File: src/rtl/vn_pkg.sv
// Package for the vector normalizer: shared widths and the pipeline payload type.
// No dependencies; used by vn_sqrt, vn_div and vector3_normalize.
package vn_pkg;
    localparam int unsigned CompW = 32;
    localparam int unsigned SumW  = 64;
    localparam int unsigned RootW = 32;
    localparam int unsigned DivW  = 63;  // dividend |c| << 30 needs 62 bits, one spare
    localparam int unsigned QuoW  = 32;

    typedef struct packed {
        logic [CompW-1:0] mag_x;
        logic [CompW-1:0] mag_y;
        logic [CompW-1:0] mag_z;
        logic [2:0]       neg;
    } t_comp;
endpackage

File: src/rtl/vn_div.sv
// Pipelined restoring divider: 63-bit dividend over 32-bit divisor, one quotient bit a stage.
// Depends on vn_pkg; the quotient is known to fit in QuoW bits.
module vn_div (
    input  logic                     i_clk,
    input  logic                     i_rst_n,
    input  logic                     i_valid,
    input  logic [vn_pkg::DivW-1:0]  i_dividend,
    input  logic [vn_pkg::RootW-1:0] i_divisor,
    output logic [vn_pkg::QuoW-1:0]  o_quot
);
    import vn_pkg::*;

    // The quotient is below 2^31, so bits above that are known zero; still we run
    // QuoW steps starting with the remainder holding the top DivW-QuoW bits.
    localparam int unsigned NStg = QuoW;
    localparam int unsigned RemW = RootW + 1;

    logic [NStg:0]        r_vld;
    logic [RemW-1:0]      r_rem [NStg+1];
    logic [QuoW-1:0]      r_dvd [NStg+1];
    logic [RootW-1:0]     r_dsr [NStg+1];

    always_comb begin
        r_vld[0] = i_valid;
        r_rem[0] = RemW'(i_dividend[DivW-1:QuoW]);
        r_dvd[0] = i_dividend[QuoW-1:0];
        r_dsr[0] = i_divisor;
    end

    for (genvar k = 0; k < NStg; k++) begin : g_stg
        logic [RemW:0]   shifted;
        logic [RemW:0]   diff;
        logic [RemW-1:0] n_rem;
        logic [QuoW-1:0] n_dvd;
        always_comb begin
            shifted = {r_rem[k], r_dvd[k][QuoW-1]};
            diff    = shifted - {2'b0, r_dsr[k]};
            n_dvd   = {r_dvd[k][QuoW-2:0], ~diff[RemW]};
            n_rem   = diff[RemW] ? shifted[RemW-1:0] : diff[RemW-1:0];
        end
        always_ff @(posedge i_clk) begin
            if (!i_rst_n) begin
                r_vld[k+1] <= 1'b0;
            end else begin
                r_vld[k+1] <= r_vld[k];
            end
            if (r_vld[k]) begin
                r_rem[k+1] <= n_rem;
                r_dvd[k+1] <= n_dvd;
                r_dsr[k+1] <= r_dsr[k];
            end
        end
    end

    assign o_quot = r_dvd[NStg];
endmodule

File: config.mk
export PLATFORM = sky130hd
export DESIGN_NAME = vn_div
export DESIGN_NICKNAME = d
export VERILOG_FILES = /design/src/rtl/vn_pkg.sv /design/src/rtl/vn_div.sv
export SDC_FILE = /design/constraint.sdc
export NUM_CORES = 2
export LEC_CHECK = 0
export BUFFER_PORTS_ARGS = -buffer_cell sky130_fd_sc_hd__buf_2
export CAP_MARGIN = 10
export CORE_MARGIN = 2
export CORE_UTILIZATION = 50
export DETAILED_ROUTE_END_ITERATION = 12
export PLACE_DENSITY = 0.74
export SLEW_MARGIN = 10
export SYNTH_ARGS = -nofsm -noshare
export SYNTH_HDL_FRONTEND = slang
export SYNTH_SLANG_ARGS = --single-unit
File: constraint.sdc
create_clock -name i_clk -period 3.6 [get_ports i_clk]
set_input_delay 0.54 -clock i_clk [delete_from_list [all_inputs] [get_ports i_clk]]
set_output_delay 0.54 -clock i_clk [all_outputs]
set_load 0.01 [all_outputs]
---- After elaboration in Yosys (flattened, before gate mapping) ----
Cells that the tools add are included.
W data, S select, Z words.
operators by class
  $add $sub $neg .......................... 32
  muxes and demuxes ....................... 31
  bitwise logic cells ..................... 32
operator list
  cell              number
  $sub A34 B32 Y34  31
  $mux W33          30
  $sub A32 B32 Y33  1
  $mux W32          1
  $not A1 Y1        32
word-level totals
  register bits after elaboration ......... 3070
  input bits .............................. 98
  output and inout bits ................... 32

---- Logic depth before layout (Yosys ltp) ----
  depth after elaboration ................. 2
  mapped depth ............................ 16
  gate-level depth less buffers ........... 14

---- Worst setup path before layout ----
OpenSTA, ideal clock, no wires.
  path kind ............................... register to register
  start ................................... register r_dsr[193] in the netlist's numbering
  end ..................................... register r_rem, in the netlist g_stg[27].shifted[25], data pin
  library setup time ...................... 260 ps
  arrival time ............................ 3277 ps
  required time ........................... 3340 ps
  slack ................................... 63 ps
  cell stages (with the launch flop) ...... 15
  path buffers ............................ 1
  path through ............................ edfxtp_1 inv_1 ha_1 nor2b_1 o31a_1 o311ai_2 o211a_1 o21ai_1 and3_4 a31oi_4 a21oi_2 a211o_1 xor2_2 buf_4 mux2_2
between the ends
  cells in the longest elaborated chain, start to end .. 2
ends and longest elaborated chain
  element                            line          source
  from (decl)                        vn_div.sv:21  logic [RootW-1:0] r_dsr [NStg+1];
  from (signal, indexed assignment)  vn_div.sv:50  r_dsr[k+1] <= r_dsr[k];
  $sub A34 B32 Y34                   vn_div.sv:37  diff = shifted - {2'b0, r_dsr[k]};
  $mux W33                           vn_div.sv:39  n_rem = diff[RemW] ? shifted[RemW-1:0] : diff[RemW-1:0];
  net g_stg[26].n_rem[24]            vn_div.sv:33  logic [RemW-1:0] n_rem;
  to (signal, indexed assignment)    vn_div.sv:48  r_rem[k+1] <= n_rem;
  to (decl)                          vn_div.sv:19  logic [RemW-1:0] r_rem [NStg+1];
The timed path passes the listed nets, and every way through them passes these cells.
A chain may end at the register's enable or synchronous reset.

---- Final worst setup path ----
  start ................................... register r_dsr[385] in the netlist's numbering
  end ..................................... register r_rem, in the netlist g_stg[21].shifted[8], data pin
between the ends
  cells in the longest elaborated chain, start to end .. 2
ends and longest elaborated chain
  element                 line
  $sub A34 B32 Y34        vn_div.sv:37
  $mux W33                vn_div.sv:39
  net g_stg[20].n_rem[7]  vn_div.sv:33
The timed path passes the listed nets, and every way through them passes these cells.

==> metrics.txt <==
CP Data Required Time=~4.2 ns; CTS max path bufs=4; DRT iter0 DRCs=between 5000 and 6000; Crit path arrival time=between 4 and 5 ns; ANT nets after route=0; initial core utilization=50.13%; violated checks=negative setup slack; Die Area=0.3165 mm^2; pin count of the biggest net entering global routing=between 90 and 100; Slew @ Worst Pin=around 0.98 ns; fraction of registers with async set/reset=0%; RSZ-0062 raised after global routing=yes; Syn Inst Count=approximately 12000; Final WS setup=-0.4028 ns; CTS tree=done; syn_area_per_cell=roughly 13 um^2; final clock period utilization by the worst path=111.2%; Die Width=roughly 560 um; Slew Limit Fails=0; WL final=approximately 360 mm; clock root cell=clkbuf_16; Synth Warn #=0; Worst setup EP type=flop; crit start category=flop; Routed wire per std cell=19.07 um; fmax=249.8 MHz; DP Wirelength=roughly 240 mm; Period minus WS final=around 4 ns; drc violations=0; Final Hold Violating Endpoints=0; TritonCTS buffer count=~320; Slew HR=a little over a third; overall fraction of global-route tracks in use=21.73%; most common flop cell mapped by yosys=edfxtp_1; RD Place Congestion=0.9179; Vias=around 100k; area delta synth->final=25.12%; share of layout cells above drive strength 1=26.60%; outcome=finished, violations left; setup violators final=roughly 520; Tightest Hold Check Type=in -> reg; dpl cell area=0.1736 mm^2; Max Cap Viol=0; EDFF count, synth=just over 3000; grt ovf=0; initial antenna violation count=7; PD cells=a little under 400 mW/mm^2; Via density=around 5.5; P_leak=between 80 and 90 nW; first-pass GRT wire length=between 500 and 600 mm; Final Util=62.73%; vias in the first global route=between 100k and 150k; Synth Net Count=13234; nets@finish=about 15000; critical path fanouts, max=15; Skew-Pair Late Insertion Delay=0.92 ns; Peak supply drop=between 0.0004 and 0.0005 V; Rows=a little over 200; port buffer count=about 130; clock tree sinks=just over 3000; H-tree depth=5; register area share after synthesis=slightly below 60%; Die Y=about 560 um; synth unique cells=103; crit path kind=reg -> reg; DRT Pass-1 Iters=5; clk slew on worst S/H paths=~0.060 ns; CORE AREA=~0.31 mm^2; post-synthesis register bit count=3070; Design Area, Final=0.1952 mm^2; Cell Area, Synth=approximately 0.16 mm^2; Clock Skew=~0.047 ns; IO Count=130
[power by group]
group | leakage (nW) | total (W) | internal (W) | switching (W)
clock network | 5.01 | 0.0328 | 0.0190 | 0.0138
registers | 27.8 | 0.0394 | 0.0392 | 0.000170
logic | 47.3 | 0.00404 | 0.00208 | 0.00195
total | 80.1 | 0.0762 | 0.0602 | 0.0160
[final timing paths]
path | slack [ns] | start | to | cells past startpoint
worst max register to register | -0.40 | r_dsr[385] | g_stg[21].shifted[8] | 14
worst max-delay path | -0.40 | r_dsr[385] | g_stg[21].shifted[8] | 14
worst min-delay path | 0.06 | i_dividend[32] | g_stg[1].shifted[2] | 4
worst min register to register | 0.39 | g_stg[31].n_dvd[9] | o_quot[9] | 0
[synthesized netlist by cell type, drive strengths merged, types with 35 or more instances]
library cell | count | area (um^2)
inv | 1264 | 4745
a21o | 534 | 4010
buf | 101 | 629.4
nand4 | 111 | 694.4
o21bai | 139 | 1044
nor3 | 88 | 499.2
mux2 | 706 | 8051
nor2b | 145 | 907.1
and3 | 76 | 480.5
a211o | 35 | 306.5
ha | 1023 | 12800
nand3 | 139 | 695.7
or2 | 35 | 219.0
clkbuf | 94 | 352.8
o211ai | 71 | 548.0
a211oi | 71 | 563.0
a21oi | 830 | 4192
and2 | 78 | 488.0
mux2i | 58 | 580.6
nand2 | 569 | 2136
o21ai | 595 | 2978
xnor2 | 566 | 5025
nor2 | 447 | 1678
nand2b | 145 | 907.1
o31ai | 60 | 493.0
edfxtp | 3039 | 91260
a31oi | 104 | 710.7
o21a | 135 | 1013
o31a | 37 | 326.6
xor2 | 314 | 2773
[logic make-up after synthesis]
logic type / synth area share [%]
DFF: 58.90
AOI/OAI and AO/OA: 12.13
muxes: 5.534
xor gates and xnor gates: 4.999
and+or+nand+nor: 6.148
buffers and inverters: 3.685
adders and majority gates: 8.604
other: 0.002404
[metal layers]
layer | track usage (%) | share of wire (%) | vias to the layer above
li1 | - | - | 49318
met1 | 21.46 | 35 | 49781
met2 | 43.04 | 55 | 2322
met3 | 2.324 | 3.3 | 1036
met4 | 12.93 | 6.9 | 2
met5 | 0 | 0.0036 | -
[critical path, stage by stage, from the launching register on]
cell,delay (ns)
edfxtp_1,0.42
inv_2,0.09
ha_4,0.20
nor2b_4,0.12
o31a_2,0.31
o211ai_1,0.25
o211ai_1,0.25
o211ai_1,0.38
o22ai_2,0.17
and3_4,0.21
o31a_4,0.34
nor3_4,0.19
xnor2_4,0.23
buf_12,0.22
mux2_2,0.35
[state kept, by name, indices dropped and copies added, names as in the netlist]
register       cells
g_stg.n_dvd      961
g_stg.shifted   1054
o_quot            32
r_dsr            992
r_vld             31
[final cells by class]
type | instances | area (um^2)
antenna | 14 | 35.03
clock buffer | 385 | 8422
clock inverter | 192 | 1853
fill | 22130 | 116000
inverter | 1264 | 4755
multi-input combinational | 7552 | 64010
sequential | 3070 | 91990
tap | 4140 | 5180
timing repair buffer | 2121 | 18920
[stage by stage]
| step | hold WS [ns] | setup WS, ns | std cells | TNS (ns) | total power, W |
|---|---|---|---|---|---|
| final | 0.06240 | -0.4028 | 18738 | -85.04 | 0.07618 |
| after global routing | 0.09223 | -0.5139 | 18738 | -155.60 | 0.07842 |
| after CTS | 0.007013 | -0.3598 | 18595 | -102.46 | 0.07647 |
| after detailed placement | 0.4045 | -0.4678 | 17690 | -251.69 | 0.04315 |
| after global placement | 0.4002 | -0.4202 | 17690 | -209.01 | 0.04306 |
| after floorplan | 0.4003 | 0.06301 | 12082 | 0 | 0.04219 |
[layout by cell type (no fill, tap or decap), types with 70 or more instances in the layout]
master	Yosys	final
a21o_1	533	530
a21oi_1	820	741
a21oi_2	10	70
a31oi_1	100	75
and2_1	76	75
buf_12	0	123
buf_2	68	128
buf_4	22	1615
buf_6	11	85
clkbuf_16	0	340
clkinv_1	0	71
dlygate4sd3_1	0	94
edfxtp_1	3039	3039
ha_1	1023	969
inv_1	1264	1229
mux2_2	679	221
mux2_4	27	485
nand2_1	569	538
nand2b_1	145	143
nand3_1	139	135
nand4_1	111	111
nor2_1	447	431
nor2b_1	145	109
nor3_1	80	73
o21a_1	135	132
o21ai_0	582	477
o21bai_1	139	139
xnor2_1	557	545
xor2_1	311	307
[repair_timing]
action / in CTS / in global routing
endpoints found under the hold margin: 94 / 0
gates resized for setup: 811 / 714
hold buffers: 94 / 0
cloned: 66 / 15
setup endpoints to repair: 946 / 958
buffers inserted: 185 / 168
pin swaps: 219 / 304
(Power assumes the default switching activity.)
