<file path="config.mk">
export PLATFORM = sky130hd
export DESIGN_NAME = vn_sqrt
export DESIGN_NICKNAME = d
export VERILOG_FILES = /design/src/rtl/vn_pkg.sv /design/src/rtl/vn_sqrt.sv
export SDC_FILE = /design/constraint.sdc
export NUM_CORES = 2
export LEC_CHECK = 0
export ABC_CLOCK_PERIOD_IN_PS = 6600
export BUFFER_PORTS_ARGS = -buffer_cell sky130_fd_sc_hd__buf_2
export CAP_MARGIN = 20
export CORE_MARGIN = 2
export CORE_UTILIZATION = 58
export CTS_CLUSTER_DIAMETER = 150
export CTS_CLUSTER_SIZE = 10
export DETAILED_ROUTE_END_ITERATION = 10
export PLACE_DENSITY = 0.82
export SLEW_MARGIN = 40
export SYNTH_ARGS = -nofsm -noshare
export SYNTH_HDL_FRONTEND = slang
export SYNTH_SLANG_ARGS = --single-unit
</file>
<file path="constraint.sdc">
create_clock -name i_clk -period 6.6 [get_ports i_clk]
set_input_delay 1.65 -clock i_clk [delete_from_list [all_inputs] [get_ports i_clk]]
set_output_delay 1.65 -clock i_clk [all_outputs]
set_load 0.01 [all_outputs]
</file>
<file path="src/rtl/vn_pkg.sv">
// Package for the vector normalizer: shared widths and the pipeline payload type.
// No dependencies; used by vn_sqrt, vn_div and vector3_normalize.
package vn_pkg;
    localparam int unsigned CompW = 32;
    localparam int unsigned SumW  = 64;
    localparam int unsigned RootW = 32;
    localparam int unsigned DivW  = 63;  // dividend |c| << 30 needs 62 bits, one spare
    localparam int unsigned QuoW  = 32;

    typedef struct packed {
        logic [CompW-1:0] mag_x;
        logic [CompW-1:0] mag_y;
        logic [CompW-1:0] mag_z;
        logic [2:0]       neg;
    } t_comp;
endpackage

</file>
<file path="src/rtl/vn_sqrt.sv">
// Pipelined floor square root of a 64-bit value, one result bit per stage.
// Depends on vn_pkg; carries a sideband payload alongside each operand.
module vn_sqrt #(
    parameter int unsigned SideW = 8
) (
    input  logic                      i_clk,
    input  logic                      i_rst_n,
    input  logic                      i_valid,
    input  logic [vn_pkg::SumW-1:0]   i_radicand,
    input  logic [SideW-1:0]          i_side,
    output logic                      o_valid,
    output logic [vn_pkg::RootW-1:0]  o_root,
    output logic [SideW-1:0]          o_side
);
    import vn_pkg::*;

    localparam int unsigned NStg = RootW;

    logic [NStg:0]            r_vld;
    logic [SumW-1:0]          r_rem  [NStg+1];
    logic [RootW-1:0]         r_root [NStg+1];
    logic [SideW-1:0]         r_side [NStg+1];

    always_comb begin
        r_vld[0]  = i_valid;
        r_rem[0]  = i_radicand;
        r_root[0] = '0;
        r_side[0] = i_side;
    end

    // Stage k decides result bit B = RootW-1-k. The partial root holds its bits in
    // place, so setting bit B grows the square by (root << (B+1)) + (1 << 2B).
    for (genvar k = 0; k < NStg; k++) begin : g_stg
        localparam int unsigned B = NStg - 1 - k;
        logic [SumW+1:0] trial;
        logic [SumW-1:0] n_rem;
        logic [RootW-1:0] n_root;
        always_comb begin
            trial = ({2'b0, r_rem[k]}) -
                    (((SumW+2)'(r_root[k]) << (B + 1)) | ((SumW+2)'(1) << (2*B)));
            if (!trial[SumW+1]) begin
                n_rem  = trial[SumW-1:0];
                n_root = r_root[k] | (RootW'(1) << B);
            end else begin
                n_rem  = r_rem[k];
                n_root = r_root[k];
            end
        end
        always_ff @(posedge i_clk) begin
            if (!i_rst_n) begin
                r_vld[k+1] <= 1'b0;
            end else begin
                r_vld[k+1] <= r_vld[k];
            end
            r_rem[k+1]  <= n_rem;
            r_root[k+1] <= n_root;
            r_side[k+1] <= r_side[k];
        end
    end

    assign o_valid = r_vld[NStg];
    assign o_root  = r_root[NStg];
    assign o_side  = r_side[NStg];
endmodule

</file>
After elaboration in Yosys (flattened, before gate mapping) --
Cells that the tools add are included.
Storage, ports and cells: ROM bits 0, register bits 3296, latch bits 0, bits of input ports 75, memories kept 0, memory bits (writable) 0
Cells by class: shifts and indexed selects 0, bitwise logic cells 0, multipliers 0, divide/modulo/power cells 0, equal/unequal tests 0, muxes and demuxes 32, $lt $le $gt $ge 0, reduce and logical (&&, ||, !) cells 0, add/subtract/negate cells 32
Operator list (number):
- $mux 64 | 31
- $sub 64x33->65 | 1
- $sub 64x34->65 | 1
- $sub 64x35->65 | 1
- $sub 64x36->65 | 1
- $sub 64x37->65 | 1
- $sub 64x38->65 | 1
- $sub 64x39->65 | 1
- $sub 64x40->65 | 1
- $sub 64x41->65 | 1
- $sub 64x42->65 | 1
- $sub 64x43->65 | 1
- $sub 64x44->65 | 1
- $sub 64x45->65 | 1
- $sub 64x46->65 | 1
- $sub 64x47->65 | 1
- $sub 64x48->65 | 1
- $sub 64x49->65 | 1
- $sub 64x50->65 | 1
- $sub 64x51->65 | 1
- $sub 64x52->65 | 1
- $sub 64x53->65 | 1
- $sub 64x54->65 | 1
- $sub 64x55->65 | 1
- other kinds (10) | 10

Longest topological paths before layout --
depth in word-level cells 2, gate-level depth with buffers 14, depth with buffers taken out 13

Worst setup path after synthesis --
No wires, ideal clock.
path kind flip-flop to flip-flop, start point register r_root[502] (netlist name), end point register r_rem[955] (netlist name), arrival 3287 ps, required time 6482 ps, setup time 118 ps, setup slack 3194 ps, stages on the path, launching flop included 14, path buffers 1, period minus slack after synthesis 3406 ps, cells stage by stage dfxtp_1 inv_1 ha_1 a21o_1 a2111oi_0 a211oi_1 o21a_1 and2_1 nor4_1 inv_1 and2_1 clkbuf_1 and3_1 xor2_1
Between the ends: word-level cells in the longest chain between the ends 2
Ends and longest elaborated chain:
- start: declaration | RTL line vn_sqrt.sv:21 | logic [RootW-1:0] r_root [NStg+1];
- start signal: indexed assignment | RTL line vn_sqrt.sv:56 | r_root[k+1] <= n_root;
- $sub 64x47->65 | RTL line vn_sqrt.sv:39 | trial = ({2'b0, r_rem[k]}) -
- $mux 64 | RTL line vn_sqrt.sv:41 | if (!trial[SumW+1]) begin
- net g_stg[17].n_rem[59] | RTL line vn_sqrt.sv:36 | logic [SumW-1:0] n_rem;
- end signal: indexed assignment | RTL line vn_sqrt.sv:55 | r_rem[k+1] <= n_rem;
- end: declaration | RTL line vn_sqrt.sv:20 | logic [SumW-1:0] r_rem [NStg+1];
The timed path passes the listed nets, and every way through them passes these cells. A chain may end at the register's enable or synchronous reset.

Final worst setup path --
start point register r_root[99] (netlist name), end point register r_rem[178] (netlist name)
Between the ends: word-level cells in the longest chain between the ends 2
Ends and longest elaborated chain (RTL line):
- $sub 64x35->65 | vn_sqrt.sv:39
- $mux 64 | vn_sqrt.sv:41
- net g_stg[29].n_rem[50] | vn_sqrt.sv:36
The timed path passes the listed nets, and every way through them passes these cells.

==> flow_summary_export.csv <==
group,metric,value,unit
clock_network,clk-insertion-delay-late,0.92,ns
timing,fin_crit,4.04,ns
placed_design,gp_congestion,0.940,
timing,period_share,61.2,%
power_and_ir_drop,p_leak,50.5,nW
die,die_w,416,µm
run_status,run_status,"finished, final reports clean",
synthesis,async_reset_ff_share,0,%
die,rows,151,
hold_path,hold_path.class,"register to register",
synthesis,avgSynthCellArea,10.2,µm²
clock_network,cts_setup_buffers,0,
placed_design,dp_hpwl,154000,µm
timing,finalHoldViolations,0,
placed_design,port-buffer-count,115,
routing,drc,0,
synthesis,yosys.area.top_type_share,56.8,%
timing,slew_headroom,43.6,%
placed_design,place_area,0.102,mm²
synthesis,synthFlopType,"dfxtp_1",
clock_network,clk_pin_slew_worst_paths,0.05,ns
global_routing,grt_pass1_vias,67663,
critical_path,crit_buf_inv,2,
synthesis,synth_area,0.0987,mm²
routing,routed_wl,212000,µm
synthesis,syn-instance-count,9634,
final_layout,final_area,0.110,mm²
clock_network,cts_sinks,2800,
synthesis,synthMostInstantiatedCell,"dfxtp_1",
critical_path,crit_required,7.40,ns
timing,setup_viol,0,
critical_path,crit_arrival,4.84,ns
die,die-area,0.173,mm²
clock_network,cts_buffers,329,
critical_path,critPathSlowestCell,"a221oi_1",
routing,drt_pass1_iterations,8,
timing,worst_pin_slew,0.840,ns
final_layout,area_delta_synth_final,11.5,%
global_routing,overflow,0,
global_routing,grt_max_degree,64,
global_routing,grt_first_pass_wirelength,342000,µm
synthesis,synth_edf_count,0,
timing,finalMaxSlewViolations,0,
routing,viasPerCell,5.59,
critical_path,cpLargestDelayFamily,"compound AO/OA/AOI/OAI gates",
die,die_h,416,µm
routing,antenna_left,0,
critical_path,critical_path_class,"register to register",
critical_path,crit_chain,"inv_1, ha_1, nor2b_1, o31a_1, a221oi_1, a2bb2oi_1, o21ai_0, or2_2, buf_4, and2_1, nand4_1, xnor2_1",
synthesis,synth_area_leader_cell,"dfxtp_1",
routing,wl_per_cell,17.5,µm
final_layout,final_nets,10506,
clock_network,postCtsResizedCells,0,
run,maxCapViolCount,0,
die,num_io_pins,116,
synthesis,yosysWarnings,0,
timing,worst_slack,2.56,ns
die,core,0.169,mm²
synthesis,ys_types,79,
timing,fmax,0.247,GHz
power_and_ir_drop,p_per_area,461,mW/mm²
timing,grt_setup_unrepaired,"false",
critical_path,cp-start-kind,"register",
placed_design,pre_cts_slack,2.67,ns
final_layout,fin_util,65.0,%
clock_network,cts_tree,"done",
synthesis,netlist_top_cells_area,"dfxtp_1, ha_1, xnor2_1",
clock_network,hold_buffers,0,
synthesis,syn_nets,10235,
clock_network,cts_buffer_depth,4,
synthesis,synth.top_cells.by_count,"dfxtp_1, inv_1, nand2_1, nor2_1, a21oi_1",
clock_network,cts-root-buf,"clkbuf_16",
timing,tns,0,ns
global_routing,track_usage,24.1,%
critical_path,worst_path_largest_cell_delay,0.68,ns
routing,drtIter0Drc,4658,
power_and_ir_drop,peakVddDrop,0.000293,V
routing,vias,67767,
global_routing,antenna_found_initial,8,
clock_network,htreeDepth,5,
timing,fin_skew,0.0844,ns
critical_path,worstSetupEndpointType,"register",
final_layout,drive_above_1_share,6.46,%
synthesis,yosysSeqAreaShare,56.8,%
die,initial_core_util,58.3,%
synthesis,ys_ff_latch,2800,
critical_path,cp_max_fo,61,
-- kinds of logic (layout without fill, tap and decap cells) --
logic type / count (synthesis) / after routing / share of synthesized area, %
xor gates and xnor gates: 854 / 854 / 7.58
adders and majority gates: 526 / 526 / 6.67
muxes: 69 / 69 / 0.782
AOI/OAI and AO/OA: 1934 / 1934 / 12.0
DFF: 2800 / 2800 / 56.8
and+or+nand+nor: 2558 / 2558 / 12.7
other: 0 / 2 / 0
buffers and inverters: 893 / 1171 / 3.44
-- flip-flops by register name, indices dropped and copies added (netlist names) --
register	count
o_root	32
o_side	8
o_valid	1
r_rem	1984
r_root	496
r_side	248
r_vld	31
-- where the power goes --
part	leakage (nW)	internal [mW]	switching [mW]
Combinational	22.9	5.41	7.05
Clock	4.14	8.82	6.08
Sequential	23.5	20.5	2.87
-- layer usage --
layer	part of all wire (%)	wire, µm	global-route usage [%]	vias to the layer above
li1	-	-	-	33231
met1	42	88400	29.3	31881
met2	49	104000	42.2	2071
met3	5.4	11500	3.98	584
met4	3.9	8180	10.0	0
met5	0	0	0	-
-- worst register-to-register path: cells and delay by family (launching register included) --
kind	cells	cell delay, ns
adders and majority gates	1	0.32
buffers and inverters	2	0.36
and+or+nand+nor	4	1.09
xor gates and xnor gates	1	0.15
AOI/OAI and AO/OA	4	1.71
DFF	1	0.32
-- cell usage in the layout, fill, tap and decap left out, types with 16 or more instances in the layout --
cell / netlist / final
nor4_1: 114 / 111
nor2_1: 632 / 631
a211o_1: 19 / 19
a31oi_1: 56 / 55
ha_1: 526 / 526
a21oi_1: 617 / 616
o21ai_0: 515 / 513
or4_1: 61 / 61
and3_1: 47 / 47
xor2_1: 386 / 386
or3_1: 115 / 115
o211ai_1: 41 / 41
and2_1: 70 / 69
nor3b_1: 19 / 18
clkbuf_16: 0 / 333
nand3_1: 177 / 176
a211oi_1: 52 / 49
nor2b_1: 83 / 83
nand3b_1: 37 / 37
nor3_1: 220 / 215
mux2_2: 65 / 65
dfxtp_1: 2800 / 2800
nand2b_1: 115 / 115
nand4_1: 92 / 92
o31ai_1: 60 / 59
buf_2: 2 / 115
inv_1: 688 / 688
nand2_1: 682 / 682
o21a_1: 102 / 102
a21o_1: 228 / 227
a21boi_0: 25 / 24
nand4b_1: 16 / 16
buf_4: 8 / 25
a31o_2: 17 / 17
or2_2: 40 / 40
xnor2_1: 468 / 468
o21bai_1: 46 / 46
-- final cells by class --
cell class,instances,area (µm²)
repair buffers,140,763
fillers,12968,59300
clock buffers,333,8330
multi-input cells,5941,39400
clock inverters,5,70.1
inverters,693,2600
well taps,2218,2780
flip-flops and latches,2800,56100
diodes,2,5.00
-- metrics by stage --
stage / power [mW] / instances / hold slack (ns)
3_3_place_gp: 35.4 / 11792 / 0.310
4_1_cts: 51.0 / 12130 / 0.263
5_1_grt: 53.6 / 12130 / 0.270
3_5_place_dp: 35.9 / 11792 / 0.312
2_1_floorplan: 32.2 / 9634 / 0.310
6_report: 50.8 / 12132 / 0.263
-- path summary, 6_finish.rpt --
| kind | start | endpoint | slack, ns | cells after the start |
|---|---|---|---|---|
| setup / recovery | r_root[99] | r_rem[178] | 2.56 | 12 |
| hold / removal | r_rem[782] | r_rem[718] | 0.26 | 0 |
| hold reg to reg | r_rem[782] | r_rem[718] | 0.26 | 0 |
| setup reg to reg | r_root[99] | r_rem[178] | 2.56 | 12 |
No activity file was read; power rests on OpenSTA's default activity.
